### src/smm_pkg.sv
package smm_pkg;

  localparam int unsigned COORD_W = 3;
  localparam int unsigned VALUE_W = 16;
  localparam int unsigned PROD_W  = 2 * VALUE_W;
  localparam int unsigned SUM_W   = 35;
  localparam int unsigned CMD_W   = 2;
  localparam int unsigned DIM_DEFAULT = 8;

  localparam logic [CMD_W-1:0] CMD_WRITE_A  = 2'd0;
  localparam logic [CMD_W-1:0] CMD_WRITE_B  = 2'd1;
  localparam logic [CMD_W-1:0] CMD_MULTIPLY = 2'd2;

  typedef struct packed {
    logic                      a_en;
    logic                      b_en;
    logic [COORD_W-1:0]        row;
    logic [COORD_W-1:0]        col;
    logic signed [VALUE_W-1:0] value;
  } wr_t;

  typedef struct packed {
    logic                    valid;
    logic                    last;
    logic [COORD_W-1:0]      row;
    logic [COORD_W-1:0]      col;
    logic signed [SUM_W-1:0] sum;
  } tok_t;

endpackage

### src/smm_cell.sv
module smm_cell #(
  parameter int unsigned DIM     = smm_pkg::DIM_DEFAULT,
  parameter int unsigned CELL_ID = 0
) (
  input  logic          clk_i,
  input  logic          rst_ni,
  input  logic          en_i,
  input  smm_pkg::wr_t  wr_i,
  input  smm_pkg::tok_t tok_i,
  output smm_pkg::tok_t tok_o
);

  localparam int unsigned IDX_W = (DIM > 1) ? $clog2(DIM) : 1;

  // column CELL_ID of A, row CELL_ID of B
  logic signed [smm_pkg::VALUE_W-1:0] a_mem [DIM];
  logic signed [smm_pkg::VALUE_W-1:0] b_mem [DIM];

  smm_pkg::tok_t                      mid_q, mid_d;
  smm_pkg::tok_t                      out_q, out_d;
  logic signed [smm_pkg::PROD_W-1:0]  prod_q, prod_d;

  always_ff @(posedge clk_i) begin
    if (wr_i.a_en && wr_i.col == smm_pkg::COORD_W'(CELL_ID)) begin
      a_mem[wr_i.row[IDX_W-1:0]] <= wr_i.value;
    end
    if (wr_i.b_en && wr_i.row == smm_pkg::COORD_W'(CELL_ID)) begin
      b_mem[wr_i.col[IDX_W-1:0]] <= wr_i.value;
    end
  end

  always_comb begin
    mid_d  = tok_i;
    prod_d = a_mem[tok_i.row[IDX_W-1:0]] * b_mem[tok_i.col[IDX_W-1:0]];
    out_d  = mid_q;
    out_d.sum = mid_q.sum + smm_pkg::SUM_W'(prod_q);
  end

  always_ff @(posedge clk_i or negedge rst_ni) begin
    if (!rst_ni) begin
      mid_q.valid <= 1'b0;
      out_q.valid <= 1'b0;
    end else if (en_i) begin
      mid_q  <= mid_d;
      prod_q <= prod_d;
      out_q  <= out_d;
    end
  end

  assign tok_o = out_q;

endmodule

### config.mk
export PLATFORM = sky130hd
export DESIGN_NAME = smm_cell
export DESIGN_NICKNAME = d
export VERILOG_FILES = /design/src/smm_pkg.sv /design/src/smm_cell.sv
export SDC_FILE = /design/constraint.sdc
export NUM_CORES = 1
export LEC_CHECK = 0
export BUFFER_PORTS_ARGS = -buffer_cell sky130_fd_sc_hd__clkbuf_2
export CORE_MARGIN = 10
export CORE_UTILIZATION = 50
export DETAILED_ROUTE_END_ITERATION = 8
export PLACE_DENSITY_LB_ADDON = 0.12
export SETUP_SLACK_MARGIN = 0.02
export SLEW_MARGIN = 20
export SYNTH_ARGS = -nofsm -noshare
export SYNTH_HDL_FRONTEND = slang
export SYNTH_SLANG_ARGS = --single-unit
### constraint.sdc
create_clock -name clk_i -period 20.9 [get_ports clk_i]
set_input_delay 2.09 -clock clk_i [delete_from_list [all_inputs] [get_ports clk_i]]
set_output_delay 2.09 -clock clk_i [all_outputs]
set_load 0.02 [all_outputs]
* Yosys cells after proc, flatten, opt, wreduce, memory -nomap -nowiden
Memories as Yosys holds them, arrays and structs flattened.
Index checks and enable logic that the tools add are counted.
** Word-level totals
- Bits in registers :: 118
- Memories :: 2
- Memory bits (writable) :: 256
- Bits of input ports :: 70
- Output and inout bits :: 43
** Operators by class
- Mux-type cells :: 4
- Reduce and logical (&&, ||, !) cells :: 5
- Add/subtract/negate cells :: 1
- $mul :: 1
** Memory list
- a_mem :: depth 8, width 16, read ports 1, clocked after Yosys merged registers in 0, write ports 1, RTL line smm_cell.sv:16 : logic signed [smm_pkg::VALUE_W-1:0] a_mem [DIM];
- b_mem :: depth 8, width 16, read ports 1, clocked after Yosys merged registers in 0, write ports 1, RTL line smm_cell.sv:17 : logic signed [smm_pkg::VALUE_W-1:0] b_mem [DIM];
** Operators with widths (count)
- $add A35 B32 Y35 :: 1
- $mul A16 B16 Y32 :: 1
- $logic_not A3 Y1 :: 2
- $mux W1 :: 4
- $logic_and A1 B1 Y1 :: 2
- $reduce_and A2 Y1 :: 1

* Logic depth before layout (Yosys ltp)
Gate-level depths: netlist of run 1.
- Depth after elaboration :: 4
- Depth in mapped cells :: 28

* Worst setup path after synthesis of run 1
No wires, ideal clock.
- Path type :: in2reg
- Start :: input tok_i[35] (netlist bit)
- End :: register prod_q[30] (netlist bit), data pin
- Data arrival time :: 8.682 ns
- Path slack :: 11.960 ns
- Data required time :: 20.642 ns
- Library setup time :: 0.258 ns
- Path buffers :: 3
- Stages on the path :: 26
- Path through :: clkbuf_1 > buf_2 > mux4_2 > mux2i_1 > clkbuf_1 > nor2_1 > fa_1 > inv_1 > fa_1 > fa_1 > inv_1 > fa_1 > fa_1 > inv_1 > fa_1 > inv_1 > ha_1 > a21oi_1 > o211a_1 > o21ai_0 > a22oi_1 > o221ai_1 > o31ai_1 > o21ai_1 > a21oi_1 > xnor2_1
** On the way
- Cells in the longest elaborated chain, start to end :: 2
** Ends and longest elaborated chain
- from (decl) :: RTL line smm_cell.sv:9 : input smm_pkg::tok_t tok_i,
- $mem_v2 Z8 W16
- $mul A16 B16 Y32 :: RTL line smm_cell.sv:34 : prod_d = a_mem[tok_i.row[IDX_W-1:0]] * b_mem[tok_i.col[IDX_W-1:0]];
- via prod_d, one bit :: RTL line smm_cell.sv:21 : logic signed [smm_pkg::PROD_W-1:0] prod_q, prod_d;
- to (signal assigned) :: RTL line smm_cell.sv:45 : prod_q <= prod_d;
- to (decl) :: RTL line smm_cell.sv:21
The timed path passes the listed nets, and every way through them passes these cells.
A chain may end at the register's enable or synchronous reset.

* Worst setup path after layout of run 1
- Start :: input tok_i[38] (netlist bit)
- End :: register prod_q[30] (netlist bit), data pin
** On the way
- Cells in the longest elaborated chain, start to end :: 2
** Ends and longest elaborated chain (RTL line)
- $mem_v2 Z8 W16
- $mul A16 B16 Y32 :: smm_cell.sv:34
- via prod_d, one bit :: smm_cell.sv:21
The timed path passes the listed nets, and every way through them passes these cells.

==> out/results.txt, run 1 <==
die area - 59,000 sq um
number of synthesized flops with an enable pin - 372
CP Launch Type - primary input
Avg WL per Cell - 19.4 microns
Yosys cell types - 64
cell taking the most area after synthesis - edfxtp_1
antenna viol nets, final - 0
post-route minimum period - 9.52 ns
Hold WC Path Type - reg2reg
core area - 49,100 sq um
Slew HR - 23.6%
initial antenna violation count - 3
CTS resizes - 0
fmax - 0.105 GHz
CTS tree - done
Die H - 243 microns
CP Data Required Time - 21.20 ns
clock root cell - clkbuf_16
sequential fraction of the synthesis area - 45.2%
DRC - 0
Total GRT Usage - 18.1%
Post-synth top flop - edfxtp_1
final setup margin - 11.38 ns
RSZ-0062 raised after global routing - false
Final Non-Filler Cells - 2,710
top-area cell type share of the netlist area - 45.0%
HPWL Detailed - 38.9 mm
vias per cell - 5.26
CTS Hold Bufs - 0
multi-input combinational cell area - 12,300 sq um
outcome - finished, final reports clean
critical path class - in2reg
flops & latches, synth - 374
register area - 11,200 sq um
Num Clock Sinks - 374
Ports - 113
Remaining Overflow, GRT - 0
crit path capture type - flop
n_diodes - 0
Post-Syn Nets - 2,326
net total in the final layout - 2,464
critical hold path startpoint - mid_q[38]$_DFFE_PP_
mapped cell area - 24,800 sq um
final setup vio count - 0
clock latency on the worst-skew pair - 0.58 ns
arrival time worst endpoint - 9.82 ns
YS warnings - 0
fillcell total - 4,114
detailed router's first-iteration violation count - 841
fraction of layout cells with a size suffix above 1 - 15.4%
Worst Tran Pin Value - 1.12 ns
FF-to-FF Start - b_mem[0][4]$_DFFE_PP_
Layout Skew - 0.0336 ns
PortBufs - 112
Core Rows - 81
ys async rst share - 0.535%
Starting Density - 50.6%
Setup WS pre-CTS - 10.84 ns
synth-to-layout area growth - 11.6%
CTS Buf Count - 41
number of global-route vias before repair - 15,500
dpl cells - 2,636
Post-CTS Setup Inserts - 0
worst setup path startpoint - tok_i[38]
average size of a mapped cell - 13.2 sq um
Hold Vio Cnt, Final - 0
first-pass GRT wire length - 84.9 mm
final wirelength - 52.7 mm
H-tree depth - 2
Die Width - 243 microns
maximum number of pins on one net before global-route repair - 65
Hold WS - 0.417 ns
drt pass-1 iters - 5
Worst Path Max Fanout - 33
Final Max Tran Viols - 0
clk buf depth - 3
Syn Inst Count - 1,877
most area-consuming cells after synthesis - edfxtp_1 (45%), fa_1 (21%), ha_1 (5.8%)
Max Cap Viol - 0
period utilisation layout - 45.6%
Final TNS setup - 0 ns
RePlAce Congestion - 0.965
Via Count - 14,300
clk slew on worst S/H paths - 0.05 ns
## registers in the layout, summed over array words and instances, names as in the netlist
name / cells
a_mem: 128
b_mem: 128
mid_q: 43
prod_q: 32
tok_o: 43
## layout by cell type (no fill, tap or decap), types with 9 or more instances in the layout
cell type  instances
mux4_2            64
xnor2_1           51
nor3_1            11
and3_1             9
inv_1            321
edfxtp_1         372
buf_4             29
nand2b_1          46
clkbuf_2         112
xor2_1             9
clkbuf_16         41
a21o_1            25
ha_1             116
a21oi_1           41
fa_1             263
nand2_1           94
o21ai_0           21
mux2i_1           29
clkbuf_1          14
mux2_2            19
or2_2             17
nand3_1           16
nor2_1           191
## worst max-delay path, stage by stage
cell	delay [ns]
clkbuf_2	0.07
buf_4	0.52
mux4_2	0.60
mux2i_2	0.88
nor2_1	0.14
fa_1	0.56
inv_1	0.06
fa_1	0.59
inv_1	0.08
fa_1	0.41
fa_1	0.49
inv_1	0.05
fa_1	0.48
fa_1	0.49
inv_1	0.04
ha_1	0.34
o21ai_0	0.30
o21ai_0	0.19
a22oi_1	0.34
o221ai_1	0.23
o31ai_1	0.42
o21ai_1	0.13
a21oi_1	0.20
xnor2_1	0.08
## cell type report
class                           instances  share of cell area (%)
Clock inverter                         19                    1.04
Sequential cell                       374                    40.5
Tap cell                              664                    3.00
Multi-Input combinational cell       1136                    44.4
Inverter                              321                    4.35
Clock buffer                           55                    3.89
Timing Repair Buffer                  141                    2.81
## metal layers
metal / vias to the layer above / GRT usage (%) / routed length [microns]
met2: 357 / 30.6 / 25500
met3: 99 / 4.02 / 3150
met1: 7148 / 23.0 / 22500
met5: - / 0 / 24
met4: 4 / 5.55 / 1520
li1: 6655 / - / -
## path summary, 6_finish.rpt
kind                                         end  slack (ns)  depth (start not counted)
setup / recovery            prod_q[30]$_DFFE_PP_       11.38                         24
hold / removal               tok_o[38]$_DFFE_PP_        0.42                          0
setup reg to reg            prod_q[30]$_DFFE_PP_       13.29                         23
hold reg to reg              tok_o[38]$_DFFE_PP_        0.42                          0
max in group asynchronous  mid_q[42]$_DFFE_PN0P_       19.49                          1
min in group asynchronous  tok_o[42]$_DFFE_PN0P_        1.30                          1
## through the flow
step	utilization, %	cell area (sq um)
after floorplan	-	24800
after detailed placement	53.7	26300
final	56.5	27700
after CTS	56.5	27700
after global routing	56.5	27700
after global placement	53.7	26300
## synthesized netlist by cell type (all sizes together) (5+ instances only)
master and number:
nand2b 46, xnor2 51, mux4 64, edfxtp 372
a31oi 5, buf 11, mux2 19, nor2 195
o211ai 5, a21oi 41, a21o 25, clkbuf 35
o21ai 30, and3 9, xor2 9, ha 116
o31ai 6, nor2b 7, o21a 8, mux2i 32
inv 321, a211oi 7, fa 263, nand3 16
nor3 15, nand2 94, or2 20
## kinds of logic after synthesis
kind of cell	count (synthesis)	synth area share, %
muxes	115	7.95
DFF	374	45.2
buffers and inverters	367	5.58
and+or+nand+nor	415	7.43
adders and majority gates	379	27.0
AOI/OAI and AO/OA	167	4.71
xor gates and xnor gates	60	2.12
Power of run 1 is not shown: default switching activity piles up to over one toggle a cycle in this logic, so the estimate is an artifact.
==> run 2: changes to the inputs <==
clock period = 8.1 ns   (was 20.9 ns; I/O delays follow)
==> out/results.txt, run 2 (synthesized netlist as in run 1, its figures left out) <==
fmax - 0.134 GHz
fillcell total - 4,058
Register-to-Register Path Depth - 23
Final TNS setup - 0 ns
Layout Skew - 0.0266 ns
Worst R2R Setup Slack - 1.02 ns
HPWL Detailed - 40.1 mm
Die Width - 243 microns
Core Rows - 81
critical path class - in2reg
Max Cap Viol - 0
number of global-route vias before repair - 15,400
Post-CTS Setup Inserts - 0
vias per cell - 5.26
critical hold path startpoint - tok_i[0]
CP Launch Type - primary input
clock root cell - clkbuf_16
initial antenna violation count - 1
Remaining Overflow, GRT - 0
Slew HR - 26.4%
Worst Path Max Fanout - 16
first-pass GRT wire length - 86.0 mm
fraction of layout cells with a size suffix above 1 - 16.7%
Hold Vio Cnt, Final - 0
clk buf depth - 3
drt pass-1 iters - 5
RePlAce Congestion - 0.937
net total in the final layout - 2,492
Ports - 113
register area - 11,200 sq um
r2r endpoint - prod_q[30]$_DFFE_PP_
Final Max Tran Viols - 0
H-tree depth - 2
WHS Path Cells - 1
Num Clock Sinks - 374
maximum number of pins on one net before global-route repair - 80
RSZ-0062 raised after global routing - false
final setup vio count - 0
Hold WC Path Type - in2reg
DRC - 0
Die H - 243 microns
clk slew on worst S/H paths - 0.06 ns
multi-input combinational cell area - 12,300 sq um
synth-to-layout area growth - 12.4%
n_diodes - 0
outcome - finished, final reports clean
arrival time worst endpoint - 7.77 ns
period utilisation layout - 92.0%
Setup WS pre-CTS - 0.0660 ns
detailed router's first-iteration violation count - 862
PortBufs - 112
Via Count - 14,400
CTS Buf Count - 41
post-route minimum period - 7.45 ns
Avg WL per Cell - 19.7 microns
clock latency on the worst-skew pair - 0.59 ns
core area - 49,100 sq um
most frequent cells in the layout - edfxtp_1 (372), inv_1 (321), fa_1 (263)
Worst Tran Pin Value - 1.10 ns
antenna viol nets, final - 0
Total GRT Usage - 18.6%
final setup margin - 0.651 ns
worst hold endpoint - mid_q[0]$_DFFE_PP_
crit path capture type - flop
final wirelength - 53.9 mm
FF-to-FF Start - b_mem[7][1]$_DFFE_PP_
die area - 59,000 sq um
CP Data Required Time - 8.43 ns
Starting Density - 50.6%
CTS tree - done
commonest non-fill, non-tap cell in the layout - edfxtp_1
-- run 2: cell count changes in the layout (fill, tap and decap cells not counted), sizes merged --
cell,delta
buf,+27
bufinv,-3
clkbuf,-11
clkinv,+14
clkinvlp,+1
dlygate4sd3,+1
inv,+1
-- run 2: what timing repair did --
| item | CTS | global route |
|---|---|---|
| hold buffers | 1 | 0 |
| endpoints found under the hold margin | 2 | 0 |
| resized for setup | 0 | 0 |
-- run 2: layout make-up --
cell class | count | area share, %
inverters | 321 | 4.31
well taps | 664 | 2.97
clock inverters | 32 | 1.03
multi-input cells | 1136 | 44.0
repair buffers | 169 | 3.77
clock buffers | 44 | 3.71
flip-flops and latches | 374 | 40.2
-- run 2: worst max-delay path by stage --
stage                   start  slack, ns  cells after the start                   end
floorplan           tok_i[35]       0.44                     26  prod_q[30]$_DFFE_PP_
global placement    tok_i[36]       0.20                     23  prod_q[30]$_DFFE_PP_
detailed placement  tok_i[38]       0.07                     25  prod_q[30]$_DFFE_PP_
CTS                 tok_i[38]       0.68                     25  prod_q[30]$_DFFE_PP_
global route        tok_i[38]       0.18                     25  prod_q[28]$_DFFE_PP_
finish              tok_i[38]       0.65                     25  prod_q[30]$_DFFE_PP_
-- run 2: metrics by stage --
step | hold slack, ns | std cells | area (sq um) | utilization [%]
2_1_floorplan | 0.400 | 1877 | 24800 | -
3_3_place_gp | 0.402 | 2663 | 26600 | 54.2
3_5_place_dp | 0.406 | 2663 | 26600 | 54.2
4_1_cts | 0.355 | 2740 | 27900 | 56.9
5_1_grt | 0.370 | 2740 | 27900 | 56.9
6_report | 0.395 | 2740 | 27900 | 56.9
-- run 2: worst max-delay path: stages --
cell and delay, ns:
clkbuf_2 0.31, buf_12 0.22, mux4_2 0.51, mux2i_1 0.19, buf_4 0.28, nor2_1 0.10
fa_1 0.54, inv_1 0.05, fa_1 0.52, inv_1 0.05, fa_1 0.42, fa_1 0.49
inv_1 0.05, fa_1 0.50, fa_1 0.49, inv_1 0.04, ha_1 0.34, o21ai_0 0.31
o21ai_0 0.19, a22oi_1 0.29, o221ai_1 0.20, o31ai_1 0.43, o21ai_1 0.13, a21oi_1 0.19
xnor2_1 0.07
-- run 2: layer usage --
layer	global-route usage [%]	vias to the layer above	routed length, microns
li1	-	6712	-
met1	24.1	7255	23200
met2	31.6	362	26600
met3	3.35	86	2910
met4	4.94	2	1160
met5	0	-	8
Power of run 2 is left out for the same reason.
==> run 3: changes to the inputs <==
CAP_MARGIN = 40   (was not set)
PLACE_DENSITY = 0.82   (was not set)
PLACE_DENSITY_LB_ADDON = not set   (was 0.12)
SKIP_LAST_GASP = 1   (was not set)
==> out/results.txt, run 3 (synthesized netlist as in run 1, its figures left out) <==
GR Layer Usage met1 - 24.4%
period utilisation layout - 91.8%
most frequent cells in the layout - edfxtp_1 (372), inv_1 (321), fa_1 (263)
antenna viol nets, final - 0
vias per cell - 5.52
Worst Path Max Fanout - 33
register area - 11,200 sq um
net total in the final layout - 2,503
PortBufs - 112
drt pass-1 iters - 5
CTS Buf Count - 39
critical path class - in2reg
Layout Skew - 0.0216 ns
Core Rows - 81
commonest non-fill, non-tap cell in the layout - edfxtp_1
critical hold path startpoint - tok_i[2]
Most Crowded Layer GR - met2
CP Data Required Time - 8.43 ns
met2 Usage GRT - 35.1%
slowest stage delay, CP - 0.55 ns
die area - 59,000 sq um
HPWL Detailed - 42.6 mm
synth-to-layout area growth - 13.1%
Starting Density - 50.6%
WHS Path Cells - 1
Hold Vio Cnt, Final - 0
maximum number of pins on one net before global-route repair - 52
Slew HR - 45.7%
n_diodes - 0
Final TNS setup - 0 ns
Ports - 113
fmax - 0.134 GHz
Hold WC Path Type - in2reg
Via Count - 15,200
multi-input combinational cell area - 12,300 sq um
Post-CTS Setup Inserts - 0
r2r endpoint - prod_q[30]$_DFFE_PP_
Register-to-Register Path Depth - 23
met3 usage - 3.98%
detailed router's first-iteration violation count - 1,265
clk buf depth - 3
CP Launch Type - primary input
RSZ-0062 raised after global routing - false
Num Clock Sinks - 374
clock latency on the worst-skew pair - 0.58 ns
Final Max Tran Viols - 0
slowest CP cell - mux4_2
final wirelength - 57.8 mm
arrival time worst endpoint - 7.77 ns
Total GRT Usage - 20.0%
Max Cap Viol - 0
Worst Tran Pin Value - 0.791 ns
clk slew on worst S/H paths - 0.06 ns
Setup WS pre-CTS - 0.143 ns
number of global-route vias before repair - 16,600
cell mode on critical path - fa_1
RePlAce Congestion - 0.913
outcome - finished, final reports clean
DRC - 0
CTS tree - done
worst hold endpoint - mid_q[2]$_DFFE_PP_
Avg WL per Cell - 21.0 microns
Worst R2R Setup Slack - 0.96 ns
FF-to-FF Start - b_mem[3][1]$_DFFE_PP_
first-pass GRT wire length - 92.7 mm
Die Width - 243 microns
fraction of layout cells with a size suffix above 1 - 17.3%
clock root cell - clkbuf_16
fillcell total - 3,870
post-route minimum period - 7.44 ns
core area - 49,100 sq um
initial antenna violation count - 0
Remaining Overflow, GRT - 0
final setup margin - 0.665 ns
crit path capture type - flop
worst setup path startpoint - tok_i[35]
final setup vio count - 0
H-tree depth - 2
Die H - 243 microns
run 3: worst max path at each step:
stage | endpoint | depth (start not counted)
6_report | prod_q[30]$_DFFE_PP_ | 25
5_1_grt | prod_q[30]$_DFFE_PP_ | 25
4_1_cts | prod_q[30]$_DFFE_PP_ | 25
3_5_place_dp | prod_q[30]$_DFFE_PP_ | 25
3_3_place_gp | prod_q[30]$_DFFE_PP_ | 25
2_1_floorplan | prod_q[30]$_DFFE_PP_ | 26
run 3: timing repair:
item	4_1_cts	5_1_grt
hold buffers	1	0
hold endpoints to repair	2	0
resized for setup	0	0
run 3: metrics by stage:
step	hold WS, ns	instance area, sq um	cells	utilization [%]
global placement	0.404	26600	2659	54.1
floorplan	0.400	24800	1877	-
finish	0.405	28100	2747	57.3
CTS	0.373	28100	2747	57.3
detailed placement	0.407	26800	2676	54.6
global route	0.380	28100	2747	57.3
run 3: cell type report:
| cell class | instances | area share [%] |
|---|---|---|
| clock buffer | 47 | 3.58 |
| clock inverter | 23 | 1.00 |
| inverter | 321 | 4.29 |
| multi-input combinational | 1136 | 43.8 |
| sequential | 374 | 39.9 |
| tap | 664 | 2.96 |
| timing repair buffer | 182 | 4.41 |
run 3: layer usage:
layer	wire (microns)	part of all wire, %	vias up
met3	4560	7.9	107
met1	22500	39	7676
met2	29200	51	649
met5	0	0	-
met4	1520	2.6	0
li1	-	-	6719
run 3: critical path: cells and delay by family:
family / cells / cell delay (ns)
XOR/XNOR: 1 / 0.08
buffers and inverters: 6 / 0.92
multiplexers: 2 / 0.74
AO/OA/AOI/OAI: 8 / 1.63
adder cells (fa/ha/maj): 7 / 3.30
AND/OR/NAND/NOR: 1 / 0.24
Power of run 3 is left out for the same reason.
